## src/rtl/wavs_pkg.sv

```systemverilog
package wavs_pkg;

  // Default configuration of the filter
  localparam int WINDOW_DEF      = 16;
  localparam int SAMPLE_BITS_DEF = 24;
  localparam int COUNT_BITS_DEF  = $clog2(WINDOW_DEF + 1);

  // Status of the serial divider as seen by the controller
  typedef struct packed {
    logic busy;    // division in progress
    logic done;    // quotient register holds a finished result
  } wavs_div_stat_t;

endpackage

```

## src/rtl/wavs_ifs.sv

```systemverilog
// Request channel: one sensor reading and its read status
interface wavs_in_if import wavs_pkg::*; #(
  parameter int SAMPLE_BITS = SAMPLE_BITS_DEF
) ();
  logic                          valid;
  logic                          ready;
  logic signed [SAMPLE_BITS-1:0] sample_value;
  logic                          sample_ok;

  modport source (output valid, sample_value, sample_ok, input ready);
  modport sink   (input valid, sample_value, sample_ok, output ready);
endinterface

// Result channel: window mean, its flag and the valid entry count
interface wavs_out_if import wavs_pkg::*; #(
  parameter int SAMPLE_BITS = SAMPLE_BITS_DEF,
  parameter int COUNT_BITS  = COUNT_BITS_DEF
) ();
  logic                          valid;
  logic                          ready;
  logic signed [SAMPLE_BITS-1:0] average;
  logic                          average_valid;
  logic [COUNT_BITS-1:0]         valid_count;

  modport source (output valid, average, average_valid, valid_count, input ready);
  modport sink   (input valid, average, average_valid, valid_count, output ready);
endinterface

```

## src/rtl/wavs_ram.sv

```systemverilog
// Simple dual-port RAM, one write and one registered read per cycle
module wavs_ram #(
  parameter int WIDTH = 8,
  parameter int DEPTH = 16,
  localparam int AW   = (DEPTH > 1) ? $clog2(DEPTH) : 1
) (
  input  logic             clk,
  input  logic             we,
  input  logic [AW-1:0]    waddr,
  input  logic [WIDTH-1:0] wdata,
  input  logic [AW-1:0]    raddr,
  output logic [WIDTH-1:0] rdata
);

  logic [WIDTH-1:0] mem [DEPTH];

  always_ff @(posedge clk) begin
    if (we) begin
      mem[waddr] <= wdata;
    end
    rdata <= mem[raddr];
  end

endmodule

```

## src/rtl/wavs_div.sv

```systemverilog
// Bit-serial restoring divider: signed dividend by unsigned divisor,
// quotient truncated toward zero, one quotient bit per cycle
module wavs_div import wavs_pkg::*; #(
  parameter int DIVIDEND_W = 28,
  parameter int DIVISOR_W  = 5,
  parameter int QUOT_W     = 24
) (
  input  logic                         clk,
  input  logic                         rst_n,
  input  logic                         start,
  input  logic signed [DIVIDEND_W-1:0] dividend,
  input  logic [DIVISOR_W-1:0]         divisor,
  output logic signed [QUOT_W-1:0]     quotient,
  output wavs_div_stat_t               stat
);

  localparam int STEP_W = $clog2(DIVIDEND_W);

  localparam logic [1:0] D_IDLE = 2'd0;
  localparam logic [1:0] D_RUN  = 2'd1;
  localparam logic [1:0] D_FIN  = 2'd2;

  logic [1:0]              dstate_r, dstate_nxt;
  logic                    done_r, done_nxt;
  logic                    neg_r, neg_nxt;
  logic [DIVISOR_W-1:0]    dvs_r, dvs_nxt;
  logic [DIVISOR_W-1:0]    rem_r, rem_nxt;
  logic [DIVIDEND_W-1:0]   q_r, q_nxt;
  logic [STEP_W-1:0]       step_r, step_nxt;
  logic signed [QUOT_W-1:0] quot_r, quot_nxt;

  logic [DIVISOR_W:0]      shifted;
  logic [DIVISOR_W:0]      diff;
  logic                    ge;
  logic [QUOT_W-1:0]       mag;

  // one restoring step: bring down the next dividend bit and trial-subtract
  assign shifted = {rem_r, q_r[DIVIDEND_W-1]};
  assign ge      = shifted >= {1'b0, dvs_r};
  assign diff    = shifted - {1'b0, dvs_r};
  assign mag     = q_r[QUOT_W-1:0];

  always_comb begin
    dstate_nxt = dstate_r;
    done_nxt   = done_r;
    neg_nxt    = neg_r;
    dvs_nxt    = dvs_r;
    rem_nxt    = rem_r;
    q_nxt      = q_r;
    step_nxt   = step_r;
    quot_nxt   = quot_r;
    case (dstate_r)
      D_IDLE: begin
        if (start) begin
          // latch the magnitude; the dividend bits leave from the top of q_r
          neg_nxt    = dividend[DIVIDEND_W-1];
          q_nxt      = dividend[DIVIDEND_W-1] ? DIVIDEND_W'(-dividend)
                                              : DIVIDEND_W'(dividend);
          dvs_nxt    = divisor;
          rem_nxt    = '0;
          step_nxt   = STEP_W'(DIVIDEND_W - 1);
          done_nxt   = 1'b0;
          dstate_nxt = D_RUN;
        end
      end
      D_RUN: begin
        rem_nxt  = ge ? diff[DIVISOR_W-1:0] : shifted[DIVISOR_W-1:0];
        q_nxt    = {q_r[DIVIDEND_W-2:0], ge};
        step_nxt = step_r - STEP_W'(1);
        if (step_r == '0) begin
          dstate_nxt = D_FIN;
        end
      end
      D_FIN: begin
        // restore the sign of the quotient
        quot_nxt   = neg_r ? QUOT_W'(-mag) : QUOT_W'(mag);
        done_nxt   = 1'b1;
        dstate_nxt = D_IDLE;
      end
      default: begin
        dstate_nxt = D_IDLE;
      end
    endcase
  end

  // control state
  always_ff @(posedge clk) begin
    if (!rst_n) begin
      dstate_r <= D_IDLE;
      done_r   <= 1'b0;
    end else begin
      dstate_r <= dstate_nxt;
      done_r   <= done_nxt;
    end
  end

  // datapath
  always_ff @(posedge clk) begin
    neg_r  <= neg_nxt;
    dvs_r  <= dvs_nxt;
    rem_r  <= rem_nxt;
    q_r    <= q_nxt;
    step_r <= step_nxt;
    quot_r <= quot_nxt;
  end

  assign quotient  = quot_r;
  assign stat.busy = (dstate_r != D_IDLE);
  assign stat.done = done_r;

endmodule

```

## src/rtl/windowed_average_valid_samples_unit.sv

```systemverilog
// Moving average over the last WINDOW sensor readings, counting only those
// whose read succeeded. Each request writes its reading into a ring, updates
// a running sum and valid count, and produces one result: the mean truncated
// toward zero, a flag that at least one valid entry is present, and the
// count. Before the ring first wraps only the entries written so far count.
// One request is processed at a time; after acceptance it steps through the
// remove, add, start and divide states, and the bit-serial divider, which
// produces one quotient bit per cycle over the width of the running sum,
// dominates the time until the next acceptance. The result
// sits in an output register, so a new request is accepted while the last
// result waits to be taken. The ring is a RAM that needs no clearing after
// reset: an entry is read back only once the ring has wrapped.
module windowed_average_valid_samples_unit import wavs_pkg::*; #(
  parameter int WINDOW      = WINDOW_DEF,
  parameter int SAMPLE_BITS = SAMPLE_BITS_DEF
) (
  input  logic        clk,
  input  logic        rst_n,
  wavs_in_if.sink     in_req,
  wavs_out_if.source  out_res
);

  localparam int SUM_W = SAMPLE_BITS + $clog2(WINDOW);
  localparam int CNT_W = $clog2(WINDOW + 1);
  localparam int PTR_W = (WINDOW > 1) ? $clog2(WINDOW) : 1;

  localparam logic [2:0] S_IDLE   = 3'd0;
  localparam logic [2:0] S_REMOVE = 3'd1;
  localparam logic [2:0] S_ADD    = 3'd2;
  localparam logic [2:0] S_START  = 3'd3;
  localparam logic [2:0] S_DIV    = 3'd4;

  logic [2:0]                    state_r, state_nxt;
  logic [PTR_W-1:0]              ptr_r, ptr_nxt;
  logic                          full_r, full_nxt;
  logic signed [SUM_W-1:0]       sum_r, sum_nxt;
  logic [CNT_W-1:0]              cnt_r, cnt_nxt;
  logic signed [SAMPLE_BITS-1:0] val_r, val_nxt;
  logic                          ok_r, ok_nxt;
  logic                          out_valid_r, out_valid_nxt;
  logic signed [SAMPLE_BITS-1:0] avg_r, avg_nxt;
  logic                          avg_valid_r, avg_valid_nxt;
  logic [CNT_W-1:0]              out_cnt_r, out_cnt_nxt;

  logic                          in_fire;
  logic                          load_out;
  logic                          ram_we;
  logic [SAMPLE_BITS:0]          ram_rdata;
  logic signed [SAMPLE_BITS-1:0] old_val;
  logic                          old_ok;
  logic                          div_start;
  logic signed [SAMPLE_BITS-1:0] div_quot;
  wavs_div_stat_t                div_stat;

  assign in_fire   = in_req.valid && in_req.ready;
  assign old_val   = ram_rdata[SAMPLE_BITS-1:0];
  assign old_ok    = ram_rdata[SAMPLE_BITS];
  assign ram_we    = (state_r == S_REMOVE);
  assign div_start = (state_r == S_START);
  assign load_out  = (state_r == S_DIV) && div_stat.done
                     && (!out_valid_r || out_res.ready);

  // ring of readings with their ok flags; read address follows the pointer
  wavs_ram #(
    .WIDTH (SAMPLE_BITS + 1),
    .DEPTH (WINDOW)
  ) u_ring (
    .clk   (clk),
    .we    (ram_we),
    .waddr (ptr_r),
    .wdata ({ok_r, val_r}),
    .raddr (ptr_r),
    .rdata (ram_rdata)
  );

  // serial mean of the running sum
  wavs_div #(
    .DIVIDEND_W (SUM_W),
    .DIVISOR_W  (CNT_W),
    .QUOT_W     (SAMPLE_BITS)
  ) u_div (
    .clk      (clk),
    .rst_n    (rst_n),
    .start    (div_start),
    .dividend (sum_r),
    .divisor  (cnt_r),
    .quotient (div_quot),
    .stat     (div_stat)
  );

  // sequencer and window bookkeeping
  always_comb begin
    state_nxt = state_r;
    ptr_nxt   = ptr_r;
    full_nxt  = full_r;
    sum_nxt   = sum_r;
    cnt_nxt   = cnt_r;
    val_nxt   = val_r;
    ok_nxt    = ok_r;
    case (state_r)
      S_IDLE: begin
        if (in_fire) begin
          val_nxt   = in_req.sample_value;
          ok_nxt    = in_req.sample_ok;
          state_nxt = S_REMOVE;
        end
      end
      S_REMOVE: begin
        // drop the entry being overwritten once the ring has wrapped
        if (full_r && old_ok) begin
          sum_nxt = sum_r - SUM_W'(old_val);
          cnt_nxt = cnt_r - CNT_W'(1);
        end
        state_nxt = S_ADD;
      end
      S_ADD: begin
        if (ok_r) begin
          sum_nxt = sum_r + SUM_W'(val_r);
          cnt_nxt = cnt_r + CNT_W'(1);
        end
        if (ptr_r == PTR_W'(WINDOW - 1)) begin
          ptr_nxt  = '0;
          full_nxt = 1'b1;
        end else begin
          ptr_nxt = ptr_r + PTR_W'(1);
        end
        state_nxt = S_START;
      end
      S_START: begin
        state_nxt = S_DIV;
      end
      S_DIV: begin
        if (load_out) begin
          state_nxt = S_IDLE;
        end
      end
      default: begin
        state_nxt = S_IDLE;
      end
    endcase
  end

  // output register
  always_comb begin
    out_valid_nxt = out_valid_r;
    avg_nxt       = avg_r;
    avg_valid_nxt = avg_valid_r;
    out_cnt_nxt   = out_cnt_r;
    if (out_valid_r && out_res.ready) begin
      out_valid_nxt = 1'b0;
    end
    if (load_out) begin
      out_valid_nxt = 1'b1;
      avg_valid_nxt = (cnt_r != '0);
      avg_nxt       = (cnt_r != '0) ? div_quot : '0;
      out_cnt_nxt   = cnt_r;
    end
  end

  always_ff @(posedge clk) begin
    if (!rst_n) begin
      state_r     <= S_IDLE;
      ptr_r       <= '0;
      full_r      <= 1'b0;
      sum_r       <= '0;
      cnt_r       <= '0;
      out_valid_r <= 1'b0;
    end else begin
      state_r     <= state_nxt;
      ptr_r       <= ptr_nxt;
      full_r      <= full_nxt;
      sum_r       <= sum_nxt;
      cnt_r       <= cnt_nxt;
      out_valid_r <= out_valid_nxt;
    end
  end

  always_ff @(posedge clk) begin
    val_r       <= val_nxt;
    ok_r        <= ok_nxt;
    avg_r       <= avg_nxt;
    avg_valid_r <= avg_valid_nxt;
    out_cnt_r   <= out_cnt_nxt;
  end

  assign in_req.ready          = (state_r == S_IDLE);
  assign out_res.valid         = out_valid_r;
  assign out_res.average       = avg_r;
  assign out_res.average_valid = avg_valid_r;
  assign out_res.valid_count   = out_cnt_r;

  // the valid count never exceeds the window
  a_cnt_bound: assert property (@(posedge clk) disable iff (!rst_n)
    cnt_r <= CNT_W'(WINDOW))
    else $error("valid count exceeds window");

  // before the first wrap no more entries are valid than were written
  a_cnt_fill: assert property (@(posedge clk) disable iff (!rst_n)
    !full_r |-> (32'(cnt_r) <= 32'(ptr_r)))
    else $error("valid count ahead of write pointer");

  // the flag agrees with the count, and an empty window gives a zero mean
  a_flag: assert property (@(posedge clk) disable iff (!rst_n)
    out_valid_r |-> ((avg_valid_r == (out_cnt_r != '0))
                     && (avg_valid_r || (avg_r == '0))))
    else $error("result flag inconsistent with count");

  // the divider only runs while the sequencer waits for it
  a_div_busy: assert property (@(posedge clk) disable iff (!rst_n)
    div_stat.busy |-> (state_r == S_DIV))
    else $error("divider busy outside divide phase");

  // no new request while one is in flight
  a_one_req: assert property (@(posedge clk) disable iff (!rst_n)
    in_fire |=> !in_req.ready)
    else $error("request accepted while busy");

endmodule
```

## src/flat_wrapper.sv

```systemverilog
// flat-port wrapper written by rule: the top's interface ports become plain ports
module windowed_average_valid_samples_unit_flat import wavs_pkg::*;
#(
  parameter int WINDOW      = WINDOW_DEF,
  parameter int SAMPLE_BITS = SAMPLE_BITS_DEF
)
  (clk, rst_n, in_req_valid, in_req_sample_value, in_req_sample_ok, in_req_ready, out_res_valid, out_res_average, out_res_average_valid, out_res_valid_count, out_res_ready);
  wavs_in_if #(.SAMPLE_BITS(SAMPLE_BITS)) in_req_i ();
  wavs_out_if #(.SAMPLE_BITS(SAMPLE_BITS)) out_res_i ();
  input  logic clk;
  input  logic rst_n;
  input wire logic [$bits(in_req_i.valid)-1:0] in_req_valid;
  input wire logic [$bits(in_req_i.sample_value)-1:0] in_req_sample_value;
  input wire logic [$bits(in_req_i.sample_ok)-1:0] in_req_sample_ok;
  output wire logic [$bits(in_req_i.ready)-1:0] in_req_ready;
  output wire logic [$bits(out_res_i.valid)-1:0] out_res_valid;
  output wire logic [$bits(out_res_i.average)-1:0] out_res_average;
  output wire logic [$bits(out_res_i.average_valid)-1:0] out_res_average_valid;
  output wire logic [$bits(out_res_i.valid_count)-1:0] out_res_valid_count;
  input wire logic [$bits(out_res_i.ready)-1:0] out_res_ready;
  assign in_req_i.valid = in_req_valid;
  assign in_req_i.sample_value = in_req_sample_value;
  assign in_req_i.sample_ok = in_req_sample_ok;
  assign in_req_ready = in_req_i.ready;
  assign out_res_valid = out_res_i.valid;
  assign out_res_average = out_res_i.average;
  assign out_res_average_valid = out_res_i.average_valid;
  assign out_res_valid_count = out_res_i.valid_count;
  assign out_res_i.ready = out_res_ready;
  windowed_average_valid_samples_unit #(.WINDOW(WINDOW), .SAMPLE_BITS(SAMPLE_BITS)) u_core (.clk(clk), .rst_n(rst_n), .in_req(in_req_i), .out_res(out_res_i));
endmodule
```

## config.mk

```make
export PLATFORM = sky130hd
export DESIGN_NAME = windowed_average_valid_samples_unit_flat
export DESIGN_NICKNAME = d
export VERILOG_FILES = /design/src/rtl/wavs_pkg.sv /design/src/rtl/wavs_ifs.sv /design/src/rtl/wavs_ram.sv /design/src/rtl/wavs_div.sv /design/src/rtl/windowed_average_valid_samples_unit.sv /design/src/flat_wrapper.sv
export SDC_FILE = /design/constraint.sdc
export NUM_CORES = 1
export LEC_CHECK = 0
export BUFFER_PORTS_ARGS = -buffer_cell sky130_fd_sc_hd__buf_2
export CELL_PAD_IN_SITES_DETAIL_PLACEMENT = 2
export CELL_PAD_IN_SITES_GLOBAL_PLACEMENT = 2
export CORE_MARGIN = 4
export CORE_UTILIZATION = 35
export DETAILED_ROUTE_END_ITERATION = 8
export GPL_TIMING_DRIVEN = 0
export PLACE_DENSITY = 0.66
export RECOVER_POWER = 25
export SLEW_MARGIN = 10
export SYNTH_ARGS = -nofsm -noshare
export SYNTH_HDL_FRONTEND = slang
export SYNTH_HIERARCHICAL = 1
export SYNTH_SLANG_ARGS = --single-unit
```

## constraint.sdc

```tcl
create_clock -name clk -period 4.6 [get_ports clk]
set_clock_uncertainty 0.1 [all_clocks]
set_input_delay 0.23 -clock clk [delete_from_list [all_inputs] [get_ports clk]]
set_output_delay 0.23 -clock clk [all_outputs]
set_load 0.03 [all_outputs]
```

==> results of run 1 <==
-- metrics by stage --
stage                     setup slack (ns)  cell area, um^2
after floorplan                    0.07440            25120
after global placement              -1.706            26590
after detailed placement           -0.6736            27220
after CTS                          -0.3306            29890
after global routing               -0.3799            29960
final                              -0.2012            29960
-- registers in the layout, summed over array words and instances (netlist names), 2 cells and up --
name and count:
u_core/ptr_r 4, u_core/sum_r 28, u_core/u_div/dvs_r 5, u_core/u_div/rem_r 5, u_core/u_div/quotient 24, u_core/out_res.valid_count 5
u_core/u_ring/rdata 25, u_core/u_div/q_r 28, u_core/out_res.average 24, u_core/val_r 24, u_core/u_div/dstate_r 2, u_core/u_div/step_r 5
u_core/u_ring/mem 400, u_core/state_r 3, u_core/cnt_r 5
-- power groups by stage --
stage | registers, W | logic (W) | clock network (W)
2_1_floorplan | 0.00627 | 0.000880 | 0
3_3_place_gp | 0.00635 | 0.00119 | 0
3_5_place_dp | 0.00637 | 0.00126 | 0
4_1_cts | 0.00626 | 0.00134 | 0.00551
5_1_grt | 0.00629 | 0.00147 | 0.00575
6_report | 0.00627 | 0.00134 | 0.00536
-- path summary, 6_finish.rpt --
path                                               from               end
worst max-delay path             u_core/u_ring/rdata[0]  u_core/sum_r[27]
worst min-delay path            in_req_sample_value[23]  u_core/val_r[23]
worst max register to register   u_core/u_ring/rdata[0]  u_core/sum_r[27]
worst min register to register         u_core/sum_r[27]  u_core/sum_r[27]
-- final cells by class --
type                            instances  area (um^2)  share of cell area [%]
Clock buffer                           92         1876                   6.260
Buffer                                 69        355.3                   1.186
Inverter                               29        108.9                  0.3633
Timing Repair Buffer                  134         1230                   4.105
Clock inverter                         35        321.6                   1.073
Tap cell                              940         1176                   3.925
Sequential cell                       593        17110                   57.10
Multi-Input combinational cell        920         7786                   25.99
-- what timing repair did --
item,4_1_cts,5_1_grt
setup buffers,14,5
setup endpoints to repair,17,17
hold buffers,28,0
gates resized for setup,28,19
pin swaps,12,17
hold endpoints to repair,35,0
-- cells in the final DEF, fill, tap and decap left out, types with 44 or more instances in the layout --
cell                        instances
sky130_fd_sc_hd__clkbuf_1          63
sky130_fd_sc_hd__buf_2             58
sky130_fd_sc_hd__edfxtp_1         523
sky130_fd_sc_hd__o21ai_0           59
sky130_fd_sc_hd__nand2_1          132
sky130_fd_sc_hd__xor2_1            44
sky130_fd_sc_hd__clkbuf_16         71
sky130_fd_sc_hd__a22oi_1           50
sky130_fd_sc_hd__a21oi_1           49
sky130_fd_sc_hd__mux4_2           100
sky130_fd_sc_hd__dfxtp_1           68
sky130_fd_sc_hd__nor2_1            62
-- per-layer routing --
| layer | track usage [%] | wire, um | vias up |
|---|---|---|---|
| met5 | 0 | 0 | - |
| met4 | 6.100 | 1983 | 0 |
| met3 | 2.851 | 2702 | 102 |
| met2 | 34.57 | 37370 | 312 |
| met1 | 23.07 | 29080 | 7782 |
| li1 | - | - | 6709 |
-- critical path, cell delays in order, from the launching register on --
cell and delay, ns:
sky130_fd_sc_hd__dfxtp_2 0.32, sky130_fd_sc_hd__inv_2 0.08, sky130_fd_sc_hd__ha_4 0.15, sky130_fd_sc_hd__or3b_4 0.39, sky130_fd_sc_hd__or4_4 0.45, sky130_fd_sc_hd__or3_4 0.43
sky130_fd_sc_hd__nor3_4 0.20, sky130_fd_sc_hd__nand2b_1 0.11, sky130_fd_sc_hd__nor2_2 0.11, sky130_fd_sc_hd__xor2_1 0.18, sky130_fd_sc_hd__a21oi_2 0.09, sky130_fd_sc_hd__ha_1 0.33
sky130_fd_sc_hd__a21o_1 0.18, sky130_fd_sc_hd__a21o_1 0.18, sky130_fd_sc_hd__a21oi_2 0.15, sky130_fd_sc_hd__nand3_1 0.10, sky130_fd_sc_hd__or3b_4 0.44, sky130_fd_sc_hd__a311oi_2 0.23
sky130_fd_sc_hd__mux2i_1 0.27, sky130_fd_sc_hd__mux2i_1 0.21
==> results.md, run 1 <==
- Count of mapped cells out of synthesis: between 1.5k and 2k
- Worst R2R Setup Slack: -0.20 ns
- Failing checks: negative setup slack
- Clk Latency, worst-skew pair: between 0.6 and 0.7 ns
- Final hold violation count: 0
- Die width: roughly 280 um
- Max rail drop VDD: 0.0004824 V
- Routed wire per std cell: about 25 um
- Comb pwr share: about a tenth
- Critical path endpoint category: flip-flop
- Floorplan Core Area: 0.07064 mm^2
- Port bufs: 60
- Clock transition at path regs: around 0.060 ns
- Overflow left after global routing: 0
- Die Y-Extent: around 280 um
- Wire length of the first global-routing pass: 107600 um
- Buffer depth of the longest clock path: 3
- Core Rows: a little under 100
- Number of design rule violations left after detail routing: 0
- Measured slew at the worst slew-check pin: 0.9857 ns
- Least setup slack across all paths after layout: -0.2012 ns
- Arrival @ worst endpoint: 5.23 ns
- RSZ-0062 raised after global routing: yes
- Number of global-route vias before repair: roughly 17k
- Number of antenna violations at the first check in global routing: 0
- Root buffer cell: sky130_fd_sc_hd__clkbuf_16
- Yosys warning count: 6
- Number of max-cap violations: 0
- Total power: 0.01296 W
- Initial standard-cell utilization of the core: between 30 and 40%
- Depth of the most critical reg-to-reg path: 19
- Net switching power: 0.003262 W
- Clk network pwr share: between 40% and 50%
- Max-Slew Margin vs Limit: approximately 34%
- Net count after synthesis: between 1.5k and 2k
- Number of fillers in the final layout: around 6.8k
- Routability congestion estimate from global placement: about 0.77
- Number of sinks on the clock net: between 500 and 600
- # setup viols final: 2
- I/O pin total: 61
- Ratio of routed vias to standard cells: roughly 5.3
- CP Class: reg -> reg
- Status: complete, but fails checks
- Worst hold path stage count: 2
- CTS tree: done
- Final clock period utilization by the worst path: 104.4%
- Number of routed nets with antenna violations: 0
- Count of placed standard cells including taps: roughly 2.6k
- Total CTS buffers: 70
- Largest fanout of any net on the critical path: 2
- Net switching share of the total power: 25.17%
- Number of optimization iterations in the first detailed-route pass: 5
- Sort of element at the start of the critical path: flip-flop
- Final cell count without fillers: 2812
- Layout cells sized above 1: roughly a fifth
- Area added between synthesis and finish: 19.29%
- Final Slew Violations: 0
- Drt total wl: around 71000 um
- Mean instance size in the synthesized netlist: 15.54 um^2
- Via count: 14.91k
- Int Pwr: 0.009699 W
- Total power per unit cell area: between 400 and 500 mW/mm^2
- FMAX: 208.3 MHz
- Relative contribution of sequential cells to total power: about half
- Largest net degree at the start of global routing: 34
- Fin Setup TNS: -0.3530 ns
- Final min period: roughly 4.8 ns
- Global-route usage over all layers: 18.96%
- Path type of the worst min-delay path: in -> reg
- Post-synthesis cell area: 0.02512 mm^2
- Critical path data required time: around 5 ns
- Post-detail-place hpwl: between 40000 and 50000 um
- H-tree Lvls: 3
- DRC marker count from the first detailed-route iteration: approximately 960
- Final core area utilization: 42.42%
- Floorplan die area: around 0.076 mm^2
- Total Nets Final: between 1.5k and 2k
- Worst hold slack after final layout: ~0.22 ns
- Number of inserted diodes: 0
- Leakage: 10.06 nW
No activity file was read; power rests on OpenSTA's default activity.
==> run 2, diff against run 1 <==
--- a/config.mk
+++ b/config.mk
@@ -5,6 +5,7 @@
 export SDC_FILE = /design/constraint.sdc
 export NUM_CORES = 1
 export LEC_CHECK = 0
+export ABC_AREA = 1
 export BUFFER_PORTS_ARGS = -buffer_cell sky130_fd_sc_hd__buf_2
 export CELL_PAD_IN_SITES_DETAIL_PLACEMENT = 2
 export CELL_PAD_IN_SITES_GLOBAL_PLACEMENT = 2
@@ -12,7 +13,7 @@
 export CORE_UTILIZATION = 35
 export DETAILED_ROUTE_END_ITERATION = 8
 export GPL_TIMING_DRIVEN = 0
-export PLACE_DENSITY = 0.66
+export PLACE_DENSITY = 0.74
 export RECOVER_POWER = 25
 export SLEW_MARGIN = 10
 export SYNTH_ARGS = -nofsm -noshare
==> results.md, run 2 <==
- RSZ-0062 raised after global routing: no
- Number of inserted diodes: 0 (unchanged)
- FMAX: 254.7 MHz (+22%)
- Critical path data required time: 5.03 ns (about the same)
- Final min period: 3.927 ns (-0.8744 ns)
- Net count after synthesis: 3135 (+85%)
- Buffer depth of the longest clock path: 3 (unchanged)
- Number of optimization iterations in the first detailed-route pass: 4 (-1)
- Number of design rule violations left after detail routing: 0 (unchanged)
- I/O pin total: 61 (unchanged)
- Mean instance size in the synthesized netlist: 9.346 um^2 (-40%)
- Max rail drop VDD: 0.0003403 V (-29%)
- Die Y-Extent: 293.8 um (+6.5%)
- Sort of element at the start of the critical path: flip-flop
- Most frequent standard cell in the layout excluding fill and tap cells: sky130_fd_sc_hd__nand2_1
- Layout cells sized above 1: 10.29% (-10 points)
- Total Nets Final: 3314 (+75%)
- Area added between synthesis and finish: 17.15%
- DRC marker count from the first detailed-route iteration: 1265 (+31%)
- Largest fanout of any net on the critical path: 4 (+2)
- Port bufs: 60 (unchanged)
- Number of routed nets with antenna violations: 0 (unchanged)
- Critical path endpoint category: flip-flop
- Worst hold path stage count: 2 (unchanged)
- Net switching power: 0.004735 W (+45%)
- Count of mapped cells out of synthesis: 3058 (+89%)
- Dpl ws: 0.6974 ns (+1.371 ns)
- Total power: 0.01522 W (+17%)
- CP Class: reg -> reg
- Final Slew Violations: 0 (unchanged)
- Post-detail-place hpwl: 72810 um (+46%)
- Root buffer cell: sky130_fd_sc_hd__clkbuf_16
- Number of buffers and inverters on the critical path: 4 (+3)
- Ratio of routed vias to standard cells: 5.153 (-2.8%)
- Beginning of the critical path: u_core/u_ring/rdata[0]
- Register name with the most flops: u_core/u_ring/mem
- Busiest layer in global routing: met2
- Critical-path cell with the highest stage delay: sky130_fd_sc_hd__o21ai_0
- Number of max-cap violations: 0 (unchanged)
- Stages on worst setup path: 20 (+1)
- Die width: 293.8 um (+6.5%)
- Status: complete, no violations
- Int Pwr: 0.01049 W (+8.1%)
- Commonest non-fill, non-tap cells in the layout: sky130_fd_sc_hd__nand2_1 (879), sky130_fd_sc_hd__edfxtp_1 (523), sky130_fd_sc_hd__inv_1 (516)
- Destination of the critical timing path: u_core/sum_r[23]
- Grt met3 use: 2.951% (+0.10 points)
- Number of fillers in the final layout: 8736 (+28%)
- Final clock period utilization by the worst path: 85.37% (-19 points)
- Routed wire per std cell: 23.30 um (-7.9%)
- Clk Latency, worst-skew pair: 0.64 ns (+0.02 ns)
- Most Frequent Cell on Critical Path: sky130_fd_sc_hd__nand2_1
- Crit Reg-Reg Startpoint: u_core/u_ring/rdata[0]
- Final hold violation count: 0 (unchanged)
- Worst R2R Setup Slack: 0.67 ns (+0.87 ns)
- Leakage: 14.67 nW (+46%)
- Floorplan die area: 0.08629 mm^2 (+13%)
- Relative contribution of sequential cells to total power: 42.7% (-5.6 points)
- Initial standard-cell utilization of the core: 35.42% (-0.13 points)
- Routability congestion estimate from global placement: 0.8655 (+13%)
- Post-synthesis cell area: 0.02858 mm^2 (+14%)
- Net switching share of the total power: 31.10% (+5.9 points)
- Max-Slew Margin vs Limit: 33.69% (-0.60 points)
- Number of setup buffers added after CTS: 0 (-14)
- Arrival @ worst endpoint: 4.35 ns (-0.88 ns)
- Drt total wl: 101400 um (+43%)
- Post-CTS Hold Buffers: 28 (unchanged)
- Cell-by-cell listing of the critical path: inv_1 -> ha_1 -> nand2_1 -> nor2_2 -> inv_1 -> nor3_2 -> nand2_1 -> xnor2_1 -> a21oi_1 -> ha_1 -> nand2_1 -> inv_1 -> a21oi_1 -> nor2_1 -> o21ai_0 -> nand3_1 -> nand2_1 -> nand3_1 -> nand2_1 -> inv_1
- Via count: 22.43k (+51%)
- Total CTS buffers: 71 (+1.4%)
- Path type of the worst min-delay path: in -> reg
- Core Rows: 104 (+7.2%)
- Measured slew at the worst slew-check pin: 0.9947 ns (+0.008997 ns)
- Number of antenna violations at the first check in global routing: 1 (+1)
- Flip-flop count of the largest register after layout: 400 (unchanged)
- Fin Setup TNS: 0 ns (+0.3530 ns)
- Reg-to-reg endpoint: u_core/sum_r[23]
- Total power per unit cell area: 454.7 mW/mm^2 (+5.1%)
- Floorplan Core Area: 0.08068 mm^2 (+14%)
- Comb pwr share: 18.8% (+8.5 points)
- Number of sinks on the clock net: 593 (unchanged)
- Yosys warning count: 6 (unchanged)
- Depth of the most critical reg-to-reg path: 20 (+1)
- Wire length of the first global-routing pass: 152700 um (+42%)
- Global-route usage over all layers: 23.45% (+4.5 points)
- Biggest regs: u_core/u_ring/mem (400), u_core/sum_r (28), u_core/u_div/q_r (28)
- Largest net degree at the start of global routing: 33 (-2.9%)
- Met2 demand-to-capacity share in global routing: 44.86% (+10 points)
- Overflow left after global routing: 0 (unchanged)
- PostCTS Resize Cnt: 0 (-100%)
- Clock transition at path regs: 0.05 ns (about the same)
- Clk network pwr share: 38.4% (-2.9 points)
- Delay of the slowest cell on the worst path: 0.41 ns (-0.04 ns)
- Number of global-route vias before repair: 25.11k (+51%)
- GR met1 Demand/Resource: 26.34% (+3.3 points)
- # setup viols final: 0 (-2)
- Category of cells accounting for the largest share of critical-path delay: simple AND/OR/NAND/NOR gates
- CTS tree: done
- H-tree Lvls: 3 (unchanged)
- Least setup slack across all paths after layout: 0.6732 ns (+0.8744 ns)
run 2: power by group through the flow:
stage                     sequential, W  combinational (W)  clock (W)
after CTS                       0.00651            0.00288    0.00599
after global routing            0.00653            0.00318    0.00622
after detailed placement        0.00662            0.00282          0
after global placement          0.00660            0.00265          0
final                           0.00651            0.00287    0.00585
after floorplan                 0.00643            0.00182          0
run 2: worst min path at each step:
| stage | from | endpoint | slack [ns] |
|---|---|---|---|
| after global placement | in_req_sample_ok | u_core/ok_r | 0.31 |
| after detailed placement | in_req_sample_value[3] | u_core/val_r[3] | 0.31 |
| final | in_req_sample_value[5] | u_core/val_r[5] | 0.20 |
| after floorplan | in_req_sample_ok | u_core/ok_r | 0.23 |
| after CTS | in_req_sample_ok | u_core/ok_r | 0.15 |
| after global routing | in_req_sample_value[5] | u_core/val_r[5] | 0.18 |
run 2: layer usage:
metal,vias to the layer above,wire [um]
met5,-,0
met4,0,4553
met3,208,3093
met2,460,53880
met1,11491,39910
li1,10275,-
run 2: stage by stage:
| step | area [um^2] | std cells | hold slack [ns] | util [%] |
|---|---|---|---|---|
| after floorplan | 28580 | 3058 | 0.2289 | - |
| after global placement | 30210 | 4178 | 0.3068 | 37.44 |
| after detailed placement | 30760 | 4196 | 0.3083 | 38.13 |
| after CTS | 33480 | 4354 | 0.1536 | 41.50 |
| after global routing | 33480 | 4354 | 0.1829 | 41.50 |
| final | 33480 | 4354 | 0.2025 | 41.50 |
run 2: worst reg2reg max path: cells and delay by family, from the launching register on:
kind | cells | cell delay, ns
buf+inv | 4 | 0.39
flops | 1 | 0.32
fa+ha+maj | 2 | 0.51
compound gates | 3 | 0.91
xor+xnor | 1 | 0.18
simple gates | 10 | 1.46
run 2: cell type report:
cell class                 count  area [um^2]  area share (%)
clock buffer                  92         1961           5.856
sequential                   593        17110           51.09
buffer                       113        782.0           2.336
multi-input combinational   1824         8850           26.43
clock inverter                38        479.2           1.431
timing repair buffer         106        994.7           2.971
inverter                     528         1982           5.919
tap                         1060         1326           3.961
